File: src/sv/binary_trie_prefix_lookup_defines.svh
// Assertion macros for the binary trie prefix lookup block.
// Depends on nothing; the asserting file supplies clk_i and rst_ni.
`ifndef BINARY_TRIE_PREFIX_LOOKUP_DEFINES_SVH
`define BINARY_TRIE_PREFIX_LOOKUP_DEFINES_SVH

// Same-cycle implication, checked outside reset.
`define BTPL_ASSERT_IMPL(label, ante, cons, msg) \
  label: assert property (@(posedge clk_i) disable iff (!rst_ni) (ante) |-> (cons)) \
    else $error(msg);

// Next-cycle implication, checked outside reset.
`define BTPL_ASSERT_NEXT(label, ante, cons, msg) \
  label: assert property (@(posedge clk_i) disable iff (!rst_ni) (ante) |=> (cons)) \
    else $error(msg);

`endif

File: src/sv/btpl_pkg.sv
// Shared types, constants and the record decode function of the trie lookup.
// Depends on nothing; every module of the block imports it.
package btpl_pkg;

  localparam int unsigned RECORD_BITS_W = 6;
  localparam int unsigned NODE_COUNT_W  = 17;
  localparam int unsigned DEPTH_W       = 8;
  localparam int unsigned NODE_IDX_W    = 16;
  localparam int unsigned MEM_DEPTH     = 65536;
  localparam int unsigned PAYLOAD_W     = 128;
  localparam int unsigned QUEUE_DEPTH   = 2;
  localparam int unsigned QPTR_W        = 1;
  localparam int unsigned QCNT_W        = 2;

  localparam logic [RECORD_BITS_W-1:0] WIDTH_24 = 6'd24;
  localparam logic [RECORD_BITS_W-1:0] WIDTH_28 = 6'd28;
  localparam logic [RECORD_BITS_W-1:0] WIDTH_32 = 6'd32;

  typedef enum logic [1:0] {
    KIND_WRITE,
    KIND_LOOKUP,
    KIND_FAIL
  } btpl_kind_e;

  typedef enum logic [1:0] {
    STATUS_FOUND   = 2'd0,
    STATUS_CORRUPT = 2'd1,
    STATUS_RANGE   = 2'd2
  } btpl_status_e;

  typedef enum logic [1:0] {
    REG_RECORD_BITS  = 2'd0,
    REG_NODE_COUNT   = 2'd1,
    REG_SEARCH_DEPTH = 2'd2,
    REG_NETMASK_BASE = 2'd3
  } btpl_reg_e;

  typedef enum logic {
    ST_IDLE,
    ST_WALK
  } btpl_state_e;

  typedef struct packed {
    logic [RECORD_BITS_W-1:0] record_bits;
    logic [NODE_COUNT_W-1:0]  node_count;
    logic [DEPTH_W-1:0]       search_depth;
    logic [DEPTH_W-1:0]       netmask_base;
  } btpl_cfg_t;

  // A write carries {node_index, node_bytes} in the low 80 bits of the payload,
  // a lookup carries the 128-bit address.
  typedef struct packed {
    btpl_kind_e           kind;
    logic [PAYLOAD_W-1:0] payload;
  } btpl_entry_t;

  function automatic logic [31:0] child_record(input logic [63:0] v,
                                               input logic [RECORD_BITS_W-1:0] width,
                                               input logic right);
    logic [31:0] rec;
    if (width == WIDTH_24) begin
      rec = right ? {8'd0, v[23:0]} : {8'd0, v[47:24]};
    end else if (width == WIDTH_28) begin
      rec = right ? {4'd0, v[27:0]} : {4'd0, v[31:28], v[55:32]};
    end else begin
      rec = right ? v[31:0] : v[63:32];
    end
    return rec;
  endfunction

endpackage

File: src/sv/btpl_queue.sv
// Two-entry queue that decouples the front end from the tree walker.
// Depends on btpl_pkg.
module btpl_queue import btpl_pkg::*; (
  input  logic        clk_i,
  input  logic        rst_ni,
  input  logic        push_i,
  input  btpl_entry_t entry_i,
  input  logic        pop_i,
  output btpl_entry_t entry_o,
  output logic        full_o,
  output logic        not_empty_o
);

  btpl_entry_t       slot_q [QUEUE_DEPTH];
  logic [QPTR_W-1:0] wr_ptr_q, wr_ptr_d;
  logic [QPTR_W-1:0] rd_ptr_q, rd_ptr_d;
  logic [QCNT_W-1:0] count_q, count_d;
  logic              do_push, do_pop;

  assign full_o      = (count_q == QCNT_W'(QUEUE_DEPTH));
  assign not_empty_o = (count_q != '0);
  assign do_push     = push_i && !full_o;
  assign do_pop      = pop_i && not_empty_o;
  assign entry_o     = slot_q[rd_ptr_q];

  always_comb begin
    wr_ptr_d = do_push ? wr_ptr_q + 1'b1 : wr_ptr_q;
    rd_ptr_d = do_pop ? rd_ptr_q + 1'b1 : rd_ptr_q;
    count_d  = count_q + QCNT_W'(do_push) - QCNT_W'(do_pop);
  end

  always_ff @(posedge clk_i or negedge rst_ni) begin
    if (!rst_ni) begin
      wr_ptr_q <= '0;
      rd_ptr_q <= '0;
      count_q  <= '0;
    end else begin
      wr_ptr_q <= wr_ptr_d;
      rd_ptr_q <= rd_ptr_d;
      count_q  <= count_d;
    end
  end

  always_ff @(posedge clk_i) begin
    if (do_push) begin
      slot_q[wr_ptr_q] <= entry_i;
    end
  end

endmodule

File: config.mk
export PLATFORM = sky130hd
export DESIGN_NAME = btpl_queue
export DESIGN_NICKNAME = d
export VERILOG_FILES = /design/src/sv/binary_trie_prefix_lookup_defines.svh /design/src/sv/btpl_pkg.sv /design/src/sv/btpl_queue.sv
export SDC_FILE = /design/constraint.sdc
export NUM_CORES = 1
export LEC_CHECK = 0
export BUFFER_PORTS_ARGS = -buffer_cell sky130_fd_sc_hd__buf_4
export CORE_MARGIN = 3
export CORE_UTILIZATION = 50
export CTS_BUF_LIST = sky130_fd_sc_hd__clkbuf_16
export DETAILED_ROUTE_END_ITERATION = 7
export GPL_ROUTABILITY_DRIVEN = 0
export HOLD_SLACK_MARGIN = 0.05
export PLACE_DENSITY = 0.8
export SLEW_MARGIN = 10
export SYNTH_ARGS = -nofsm -noshare
export SYNTH_HDL_FRONTEND = slang
export SYNTH_SLANG_ARGS = --single-unit
export TNS_END_PERCENT = 50
File: constraint.sdc
create_clock -name clk_i -period 13.75 [get_ports clk_i]
set_input_delay 2.0625 -clock clk_i [delete_from_list [all_inputs] [get_ports clk_i]]
set_output_delay 2.0625 -clock clk_i [all_outputs]
set_load 0.02 [all_outputs]
==> results.yml <==
outcome:
  outcome: "finished clean"
timing:
  fin_ws_ns: 8.445
  fin_crit_sh_pct: 38.58
  worst_slew_pin_slew_ns: 1.223
  slew_headroom_pct: 18.49
  finalSetupTns_ns: 0
  holdWs_ns: 0.5057
  rsz0062_at_grt: "no"
  hold_viol: 0
  skew_ns: 0.01320
  min_period_ns: 5.305
  drv_slew: 0
  setup_viol: 0
  clock.fmax_mhz: 188.5
yosys:
  synth.most_common_cell: "edfxtp_1"
  yosysTopAreaCellShare_pct: 78.41
  syn_nets: 559
  seq_area_frac_synth_pct: 79.42
  synth_ff_type: "edfxtp_1"
  synth_edf_count: 260
  syn_area_per_cell_um2: 23.54
  synth-seq-cells: 264
  syn_inst: 423
  yosys.cell_types.count: 17
  synth_top_area_cell: "edfxtp_1"
  synth.top_cells.by_count: "260 x edfxtp_1, 90 x mux2_4, 40 x mux2_2"
  yosys_warnings: 0
  synthArstFlopShare_pct: 1.515
  ys_top_cells_by_area: "edfxtp_1 78%, mux2_4 14%, mux2_2 4.5%, buf_6 1.1%, dfrtp_1 1.0%"
  synthesis.area_mm2: 0.009957
clock_tree:
  cts_root_buffer: "clkbuf_16"
  cts_hold_buf: 0
  cts_sinks: 264
  cts_made_buffers: 26
  clock_latency_ns: 0.52
  htreeDepth: 1
  cts_setup_buffers: 0
  clk_pin_slew_worst_paths_ns: 0.06
  clk_path_buf_depth: 3
  ctsResizeCount: 0
  cts_tree: "built"
floorplanning:
  rows: 50
  ios: 266
  die_h_um: 147.1
  die_w_um: 147.1
  initial_utilization_pct: 52.01
  core_area_mm2: 0.01914
  dieArea_mm2: 0.02164
critical_path:
  start_kind: "register"
  crit_path_end_kind: "output port"
  critPathKind: "register to output port"
  cp.arrival_ns: 3.24
  required_ns: 11.69
  worstPathMaxFanout: 75
placed_design:
  dp_hpwl_mm: 13.26
  io_buffers: 265
  place_ws_ns: 8.898
routing:
  vias: 4928
  drcViolationCount: 0
  drtAntennaViolNets: 0
  first_pass_iters: 5
  drtIter0Drc: 216
  wl_per_cell_um: 19.68
  totalWireLength_mm: 19.36
  viasPerCell: 5.008
power_and_ir_drop:
  p_clk_share_pct: 22.7
  power.density_mw_per_mm2: 223.2
  p_sw_uw: 898.9
  swShare_pct: 31.04
  ir_worst_vdd_mv: 0.1442
  p_seq_share_pct: 41.5
  leakage_nw: 5.125
  p_total_mw: 2.896
  combPwrFrac_pct: 35.9
  internal_power_mw: 1.997
global_route:
  grt_pass1_vias: 5401
  globalRouteTotalUtil_pct: 17.33
  gr-total-overflow: 0
  grt_max_degree: 76
  grt_pass1_wl_mm: 29.64
  antenna_found_initial: 0
final_layout:
  fin_nets: 841
  antennaDiodeCount: 0
  areaGrowthSynthToFinish_pct: 30.31
  final_layout_size_suffix_gt1_share_pct: 60.50
worst_hold_path:
  worst_hold_path_type: "register to register"
job:
  maxCapViolations: 0
path summary, 6_finish.rpt:
| check | cells after the start | startpoint | slack (ns) | end |
|---|---|---|---|---|
| max | 3 | rd_ptr_q | 8.45 | entry_o[125] |
| min | 1 | count_q[1] | 0.51 | count_q[1] |
| max reg2reg | 5 | count_q[0] | 10.56 | slot_q[0][37] |
| min reg2reg | 1 | count_q[1] | 0.51 | count_q[1] |
| max in group asynchronous | 1 | rst_ni | 12.31 | count_q[1] |
| min in group asynchronous | 1 | rst_ni | 1.33 | rd_ptr_q |
sequential cells by signal, summed over array words and instances, names as in the netlist:
register,flops
count_q,2
rd_ptr_q,1
slot_q,260
wr_ptr_q,1
logic make-up (layout without fill, tap and decap cells):
kind of cell             count (synthesis)  after routing  share of synthesized area (%)
flip-flops                             264            264                          79.42
multiplexers                           130            130                          18.10
buffers and inverters                   17            318                          1.558
AND/OR/NAND/NOR                          6              6                         0.3268
XOR/XNOR                                 4              4                         0.3519
adder cells (fa/ha/maj)                  2              2                         0.2513
layer usage:
metal / GRT usage, % / routed length, µm / vias to the layer above
li1: - / - / 2241
met1: 21.06 / 7376 / 2433
met2: 30.07 / 9807 / 215
met3: 5.275 / 1700 / 39
met4: 5.172 / 478 / 0
met5: 0 / 0 / -
stage by stage:
step                utilization [%]  area [µm²]  instances
floorplan                         -        9957        423
global placement              63.58       12170        937
detailed placement            63.58       12170        937
CTS                           67.78       12970        984
global route                  67.78       12970        984
finish                        67.78       12970        984
cell type report:
cell class              instances  area, µm²
flip-flops and latches        264       7911
fillers                      1220       6168
repair buffers                269       2019
multi-input cells             142       1907
clock buffers                  26      650.6
well taps                     260      325.3
clock inverters                21      153.9
inverters                       2      7.507
power by group through the flow:
stage                     clock network [mW]  logic, mW  registers, mW
final                                  0.657       1.04           1.20
after global routing                   0.711       1.09           1.22
after CTS                              0.674       1.05           1.20
after detailed placement                   0       1.05           1.22
after global placement                     0       1.03           1.20
after floorplan                            0      0.732           1.18
worst max-delay path, stage by stage, from the launching register on:
cell,delay (ns)
dfrtp_4,1.18
buf_4,0.94
mux2_2,0.42
buf_4,0.16
placed cells by master, fill, tap and decap left out, types with 2 or more instances in the layout:
cell | Yosys | routed
buf_4 | 0 | 269
edfxtp_1 | 260 | 260
mux2_4 | 90 | 90
mux2_2 | 40 | 40
clkbuf_16 | 0 | 26
inv_1 | 2 | 9
clkinv_1 | 0 | 5
clkinv_2 | 0 | 5
xnor2_1 | 3 | 3
dfrtp_1 | 4 | 3
ha_1 | 2 | 2
bufinv_16 | 0 | 2
(Power assumes the default switching activity.)
