`src/sv/binary_trie_prefix_lookup_defines.svh`:
```
// Assertion macros for the binary trie prefix lookup block.
// Depends on nothing; the asserting file supplies clk_i and rst_ni.
`ifndef BINARY_TRIE_PREFIX_LOOKUP_DEFINES_SVH
`define BINARY_TRIE_PREFIX_LOOKUP_DEFINES_SVH

// Same-cycle implication, checked outside reset.
`define BTPL_ASSERT_IMPL(label, ante, cons, msg) \
  label: assert property (@(posedge clk_i) disable iff (!rst_ni) (ante) |-> (cons)) \
    else $error(msg);

// Next-cycle implication, checked outside reset.
`define BTPL_ASSERT_NEXT(label, ante, cons, msg) \
  label: assert property (@(posedge clk_i) disable iff (!rst_ni) (ante) |=> (cons)) \
    else $error(msg);

`endif

```
`src/sv/btpl_pkg.sv`:
```
// Shared types, constants and the record decode function of the trie lookup.
// Depends on nothing; every module of the block imports it.
package btpl_pkg;

  localparam int unsigned RECORD_BITS_W = 6;
  localparam int unsigned NODE_COUNT_W  = 17;
  localparam int unsigned DEPTH_W       = 8;
  localparam int unsigned NODE_IDX_W    = 16;
  localparam int unsigned MEM_DEPTH     = 65536;
  localparam int unsigned PAYLOAD_W     = 128;
  localparam int unsigned QUEUE_DEPTH   = 2;
  localparam int unsigned QPTR_W        = 1;
  localparam int unsigned QCNT_W        = 2;

  localparam logic [RECORD_BITS_W-1:0] WIDTH_24 = 6'd24;
  localparam logic [RECORD_BITS_W-1:0] WIDTH_28 = 6'd28;
  localparam logic [RECORD_BITS_W-1:0] WIDTH_32 = 6'd32;

  typedef enum logic [1:0] {
    KIND_WRITE,
    KIND_LOOKUP,
    KIND_FAIL
  } btpl_kind_e;

  typedef enum logic [1:0] {
    STATUS_FOUND   = 2'd0,
    STATUS_CORRUPT = 2'd1,
    STATUS_RANGE   = 2'd2
  } btpl_status_e;

  typedef enum logic [1:0] {
    REG_RECORD_BITS  = 2'd0,
    REG_NODE_COUNT   = 2'd1,
    REG_SEARCH_DEPTH = 2'd2,
    REG_NETMASK_BASE = 2'd3
  } btpl_reg_e;

  typedef enum logic {
    ST_IDLE,
    ST_WALK
  } btpl_state_e;

  typedef struct packed {
    logic [RECORD_BITS_W-1:0] record_bits;
    logic [NODE_COUNT_W-1:0]  node_count;
    logic [DEPTH_W-1:0]       search_depth;
    logic [DEPTH_W-1:0]       netmask_base;
  } btpl_cfg_t;

  // A write carries {node_index, node_bytes} in the low 80 bits of the payload,
  // a lookup carries the 128-bit address.
  typedef struct packed {
    btpl_kind_e           kind;
    logic [PAYLOAD_W-1:0] payload;
  } btpl_entry_t;

  function automatic logic [31:0] child_record(input logic [63:0] v,
                                               input logic [RECORD_BITS_W-1:0] width,
                                               input logic right);
    logic [31:0] rec;
    if (width == WIDTH_24) begin
      rec = right ? {8'd0, v[23:0]} : {8'd0, v[47:24]};
    end else if (width == WIDTH_28) begin
      rec = right ? {4'd0, v[27:0]} : {4'd0, v[31:28], v[55:32]};
    end else begin
      rec = right ? v[31:0] : v[63:32];
    end
    return rec;
  endfunction

endpackage

```
`src/sv/btpl_front.sv`:
```
// Front end: classifies accepted items into write, lookup or failing lookup.
// Depends on btpl_pkg.
module btpl_front import btpl_pkg::*; (
  input  btpl_cfg_t             cfg_i,
  input  logic                  opcode_i,
  input  logic [NODE_IDX_W-1:0] node_index_i,
  input  logic [63:0]           node_bytes_i,
  input  logic [63:0]           address_high_i,
  input  logic [63:0]           address_low_i,
  output btpl_entry_t           entry_o
);

  logic width_ok;

  assign width_ok = (cfg_i.record_bits == WIDTH_24) || (cfg_i.record_bits == WIDTH_28) ||
                    (cfg_i.record_bits == WIDTH_32);

  always_comb begin
    if (!opcode_i) begin
      entry_o.kind    = KIND_WRITE;
      entry_o.payload = {48'd0, node_index_i, node_bytes_i};
    end else begin
      // A bad record width or a zero depth fails without touching the tree.
      entry_o.kind    = (width_ok && (cfg_i.search_depth != '0)) ? KIND_LOOKUP : KIND_FAIL;
      entry_o.payload = {address_high_i, address_low_i};
    end
  end

endmodule

```
`config.mk`:
```
export PLATFORM = sky130hd
export DESIGN_NAME = btpl_front
export DESIGN_NICKNAME = d
export VERILOG_FILES = /design/src/sv/binary_trie_prefix_lookup_defines.svh /design/src/sv/btpl_pkg.sv /design/src/sv/btpl_front.sv
export SDC_FILE = /design/constraint.sdc
export NUM_CORES = 1
export LEC_CHECK = 0
export ABC_CLOCK_PERIOD_IN_PS = 1700
export BUFFER_PORTS_ARGS = -buffer_cell sky130_fd_sc_hd__buf_2
export CORE_AREA = 2 2 148 150
export DETAILED_ROUTE_END_ITERATION = 8
export DIE_AREA = 0 0 150 152
export RECOVER_POWER = 50
export SYNTH_ARGS = -nofsm -noshare
export SYNTH_HDL_FRONTEND = slang
export SYNTH_SLANG_ARGS = --single-unit
```
`constraint.sdc`:
```
create_clock -name vclk -period 1.7
set_clock_uncertainty 0.15 [all_clocks]
set_input_delay 0.255 -clock vclk [all_inputs]
set_output_delay 0.255 -clock vclk [all_outputs]
set_load 0.005 [all_outputs]
```
==> results of run 1 <==
placed cells by master (no fill, tap or decap), drive strengths merged:
master and instances:
buf 337, a31oi 1, or4b 1, clkbuf 19, mux2 80, inv 1, and2 48, nand2 2
diode 1, o21ai 1, nor2 1, and4 1, nor4 2
report_power, final:
| group | switching, mW | total (mW) | internal [mW] |
|---|---|---|---|
| Clock | 0 | 0.0000000789 | 0.0000000789 |
| Sequential | 0 | 0 | 0 |
| Combinational | 0.277 | 0.755 | 0.478 |
| Total | 0.277 | 0.755 | 0.478 |
path summary, 6_finish.rpt:
path                        to  slack, ns  cells past startpoint                from
setup / recovery  entry_o[128]       0.04                      5           cfg_i[37]
hold / removal    entry_o[122]       0.63                      3  address_high_i[58]
per-stage QoR:
| step | std cells | hold WS (ns) |
|---|---|---|
| floorplan | 152 | 0.476 |
| global placement | 774 | 0.631 |
| detailed placement | 774 | 0.632 |
| CTS | 774 | 0.632 |
| global route | 775 | 0.642 |
| finish | 775 | 0.631 |
worst max-delay path, delay by kind of cell:
family,cells,cell delay (ns)
simple gates,2,0.72
buf+inv,2,0.20
compound gates,1,0.08
area by class of cell:
cell class                 instances  area (um2)  area share
antenna                            1        2.50    0.000733
inverter                           1        3.75     0.00110
tap                              280         350       0.103
multi-input combinational        137        1260       0.370
timing repair buffer             356        1800       0.526
per-layer routing:
metal	vias to the layer above	part of all wire
met5	-	0
met1	1007	0.33
met2	213	0.54
li1	1222	-
met4	0	0
met3	0	0.13
cell families (layout without fill, tap and decap cells):
group / after synthesis / in the layout / share of synthesized area
and+or+nand+nor: 55 / 55 / 0.260
muxes: 80 / 80 / 0.675
other: 0 / 1 / 0
buffers and inverters: 15 / 357 / 0.0544
AOI/OAI and AO/OA: 2 / 2 / 0.0113
==> impl_metrics.csv, run 1 <==
group,metric,value,unit
status,status,"finished, final reports clean",
drt,ant_nets,0,
setup_path,end_kind,"output port",
setup_path,critPathKind,"input pin to output port",
sta,drv_slew,0,
sta,max_freq,603,MHz
cts,ctsHoldBuffers,0,
grt,busiest_layer,"met2",
synth,netlist.area_leader.share,0.675,
placed_design,placement.cell_area,3430,um2
placed_design,portBuffers,353,
grt,grt_util_met1,0.0540,
sta,max_slew.worst_pin.slew,0.388,ns
die,die_h,152,um
sta,finalCritPeriodShare,0.975,
synth,synth_area_per_cell,8.78,um2
sta,setup_viol,0,
grt,met3_usage,0.00631,
setup_path,cp_cell_sequence,"buf_6, or4b_4, o21ai_2, and4_1, buf_2",
drt,vias,2442,
synth,synth_cell_type_count,13,
layout,fillCellCount,2441,
sta,rsz0062_at_grt,"no",
synth,synth_warnings,0,
layout,final_util,0.160,
die,pin_count,378,
synth,netlist_instances,152,
worst_hold_path,hold_class,"input pin to output port",
drt,wl,7770,um
power_and_ir_drop,irDropWorstVdd,0.0675,mV
grt,gr-usage-met2,0.125,
sta,slew_headroom,0.741,
drt,drtIter0Drc,51,
cts,cts_setup_buffers,0,
setup_path,critPathRequiredTime,1.29,ns
setup_path,slowest_stage,"or4b_4",
sta,layout_setup_ws,0.0418,ns
power_and_ir_drop,powerDensity,221,nW/um2
layout,nClkBuffers,0,
placed_design,post-dp-hpwl,7120,um
drt,drtPass1Iterations,4,
drt,vias_per_cell,3.15,
grt,gr-total-overflow,0,
synth,syn-num-nets,400,
grt,track_usage,0.0560,
synth,yosys.area.top_type,"mux2_2",
die,die_w,150,um
power_and_ir_drop,p_leak,1.84,nW
die,coreArea,21400,um2
cts,cts_resized,0,
grt,grt_pass1_vias,2186,
flow_run,drv_cap,0,
layout,drive_gt1_frac,0.846,
grt,antenna_found_initial,1,
setup_path,arrival,1.25,ns
grt,grt_pass1_wl,10300,um
die,num_rows,54,
sta,fin_tns_setup,0,ns
sta,hold_viol_final,0,
drt,drc,0,
sta,period_minus_slack,1.66,ns
placed_design,gp_congestion,0.815,
die,initial_core_util,0.0625,
setup_path,path_max_fanout,2,
layout,areaGrowthSynthToFinish,156,%
layout,seq_cell_count,0,
die,die_area,22800,um2
layout,fin_area,3420,um2
power_and_ir_drop,total_power,755,uW
setup_path,startpoint_type,"input pin",
synth,ys_seq_area_frac,0,
drt,wl_per_cell,10.0,um
placed_design,dp_slack,0.0388,ns
synth,synthTopCellsByArea,"mux2_2 (67%), and2_1 (22%), buf_2 (2.6%), clkbuf_1 (1.4%), buf_4 (1.1%)",
synth,syn_area,1340,um2
grt,grt_max_degree,65,
layout,ff_latch_area,0,um2
setup_path,cpPeakStageDelay,0.52,ns
synth,post-synth-top-count-cell,"mux2_2",
synth,synth_commonest_cells,"mux2_2 (80), and2_1 (48), buf_2 (7), clkbuf_1 (5)",
layout,fin_nets,744,
Power figures use the tool's default switching activity.
==> run 2: changes to the inputs <==
- CELL_PAD_IN_SITES_DETAIL_PLACEMENT: not set -> 0
- CELL_PAD_IN_SITES_GLOBAL_PLACEMENT: not set -> 2
- CORE_AREA: 2 2 148 150 -> 2 2 146 148
- DIE_AREA: 0 0 150 152 -> 0 0 148 150
- PLACE_DENSITY_LB_ADDON: not set -> 0.1
==> run 2 against run 1 <==
Effect of this change: total power hardly changed; sequential cell count stayed put; sequential share of layout area stayed put; count of clock-buffer cells in the layout stayed put; worst setup slack better by 0.010 ns; core utilization is 0.53 points higher; critical path depth stayed put; routed wire length is 22% higher; global-route usage is 1.5 points higher; first-iteration DRC count is 55% lower; critical path type unchanged; critical endpoint unchanged.
==> impl_metrics.csv, run 2 (synthesis gave the netlist of run 1 again) <==
group,metric,value,unit
drt,wl,9470,um
placed_design,placed_cells,772,
layout,mostFrequentLayoutCells,"buf_2 (311), mux2_2 (80), and2_1 (47)",
setup_path,critPathRequiredTime,1.29,ns
drt,wl_per_cell,12.3,um
grt,grt_pass1_wl,12600,um
layout,ff_latch_area,0,um2
layout,nClkBuffers,0,
die,initial_core_util,0.0645,
grt,grt_pass1_vias,2373,
power_and_ir_drop,powerDensity,221,nW/um2
grt,grt_max_degree,33,
setup_path,crit_path_start,"cfg_i[36]",
die,die_area,22200,um2
placed_design,placement.cell_area,3470,um2
sta,max_freq,607,MHz
drt,drc,0,
drt,ant_nets,0,
layout,multi_input_area,1260,um2
sta,period_minus_slack,1.65,ns
sta,rsz0062_at_grt,"no",
layout,layout_commonest_cell,"buf_2",
setup_path,critPathKind,"input pin to output port",
setup_path,end_kind,"output port",
drt,vias,2462,
die,die_w,148,um
sta,setup_viol,0,
sta,fin_tns_setup,0,ns
placed_design,gp_congestion,0.712,
layout,drive_gt1_frac,0.813,
grt,antenna_found_initial,0,
die,pin_count,378,
power_and_ir_drop,p_leak,1.82,nW
grt,gr-total-overflow,0,
sta,hold_viol_final,0,
die,num_rows,53,
layout,seq_cell_count,0,
worst_hold_path,hold_class,"input pin to output port",
sta,slew_headroom,0.819,
grt,track_usage,0.0714,
layout,fillCellCount,2456,
die,coreArea,20700,um2
setup_path,arrival,1.24,ns
die,die_h,150,um
cts,ctsHoldBuffers,0,
sta,finalCritPeriodShare,0.969,
layout,fin_area,3420,um2
setup_path,startpoint_type,"input pin",
flow_run,drv_cap,0,
drt,vias_per_cell,3.19,
layout,areaGrowthSynthToFinish,156,%
placed_design,portBuffers,353,
worst_hold_path,hp-start,"address_high_i[41]",
sta,max_slew.worst_pin.slew,0.272,ns
power_and_ir_drop,irDropWorstVdd,0.0554,mV
sta,drv_slew,0,
status,status,"finished, final reports clean",
layout,n_antenna_cell,0,
setup_path,path_max_fanout,2,
worst_hold_path,min_path_cells,3,
drt,drtIter0Drc,23,
layout,fin_nets,747,
placed_design,post-dp-hpwl,8730,um
layout,finalNonFillerCells,772,
drt,drtPass1Iterations,4,
-- run 2: cell count changes in the layout (fill, tap and decap cells not counted) --
cell	before	now
buf_2	331	311
buf_1	2	0
buf_4	1	2
mux2_1	1	0
buf_12	2	3
and2_0	15	1
mux2_2	79	80
clkbuf_4	0	1
diode_2	1	0
clkbuf_2	2	4
clkbuf_1	17	37
and2_1	33	47
-- run 2: final cells by class --
cell class / instances / share of cell area
multi-input cells: 137 / 0.369
well taps: 275 / 0.101
repair buffers: 359 / 0.529
inverters: 1 / 0.00110
-- run 2: worst paths after layout --
kind	to	slack, ns
max	entry_o[128]	0.05
min	entry_o[105]	0.63
-- run 2: repair_timing --
item,CTS,global route
buffers inserted,0,0
setup endpoints to repair,0,1
gates resized for setup,0,1
-- run 2: through the flow --
| step | util | worst slack, ns | hold WS, ns | total power, mW |
|---|---|---|---|---|
| after floorplan | - | 0.252 | 0.476 | 0.298 |
| after global placement | 0.168 | 0.0160 | 0.634 | 0.799 |
| after detailed placement | 0.168 | 0.0399 | 0.632 | 0.788 |
| after CTS | 0.168 | 0.0306 | 0.632 | 0.792 |
| after global routing | 0.165 | 0.0114 | 0.641 | 0.835 |
| final | 0.165 | 0.0521 | 0.631 | 0.754 |
-- run 2: critical path, stage by stage --
cell	delay, ns
buf_2	0.11
or4b_4	0.50
o21ai_2	0.07
and4_1	0.19
buf_2	0.11
-- run 2: report_power, final --
| part | internal (mW) | switching, mW |
|---|---|---|
| clock | 0 | 0 |
| sequential | 0 | 0 |
| combinational | 0.479 | 0.275 |
-- run 2: metal layers --
layer | part of all wire | GRT usage | up-vias
met3 | 0.11 | 0.0177 | 0
met4 | 0 | 0 | 0
met5 | 0 | 0 | -
met2 | 0.59 | 0.162 | 187
li1 | - | - | 1225
met1 | 0.30 | 0.0653 | 1050
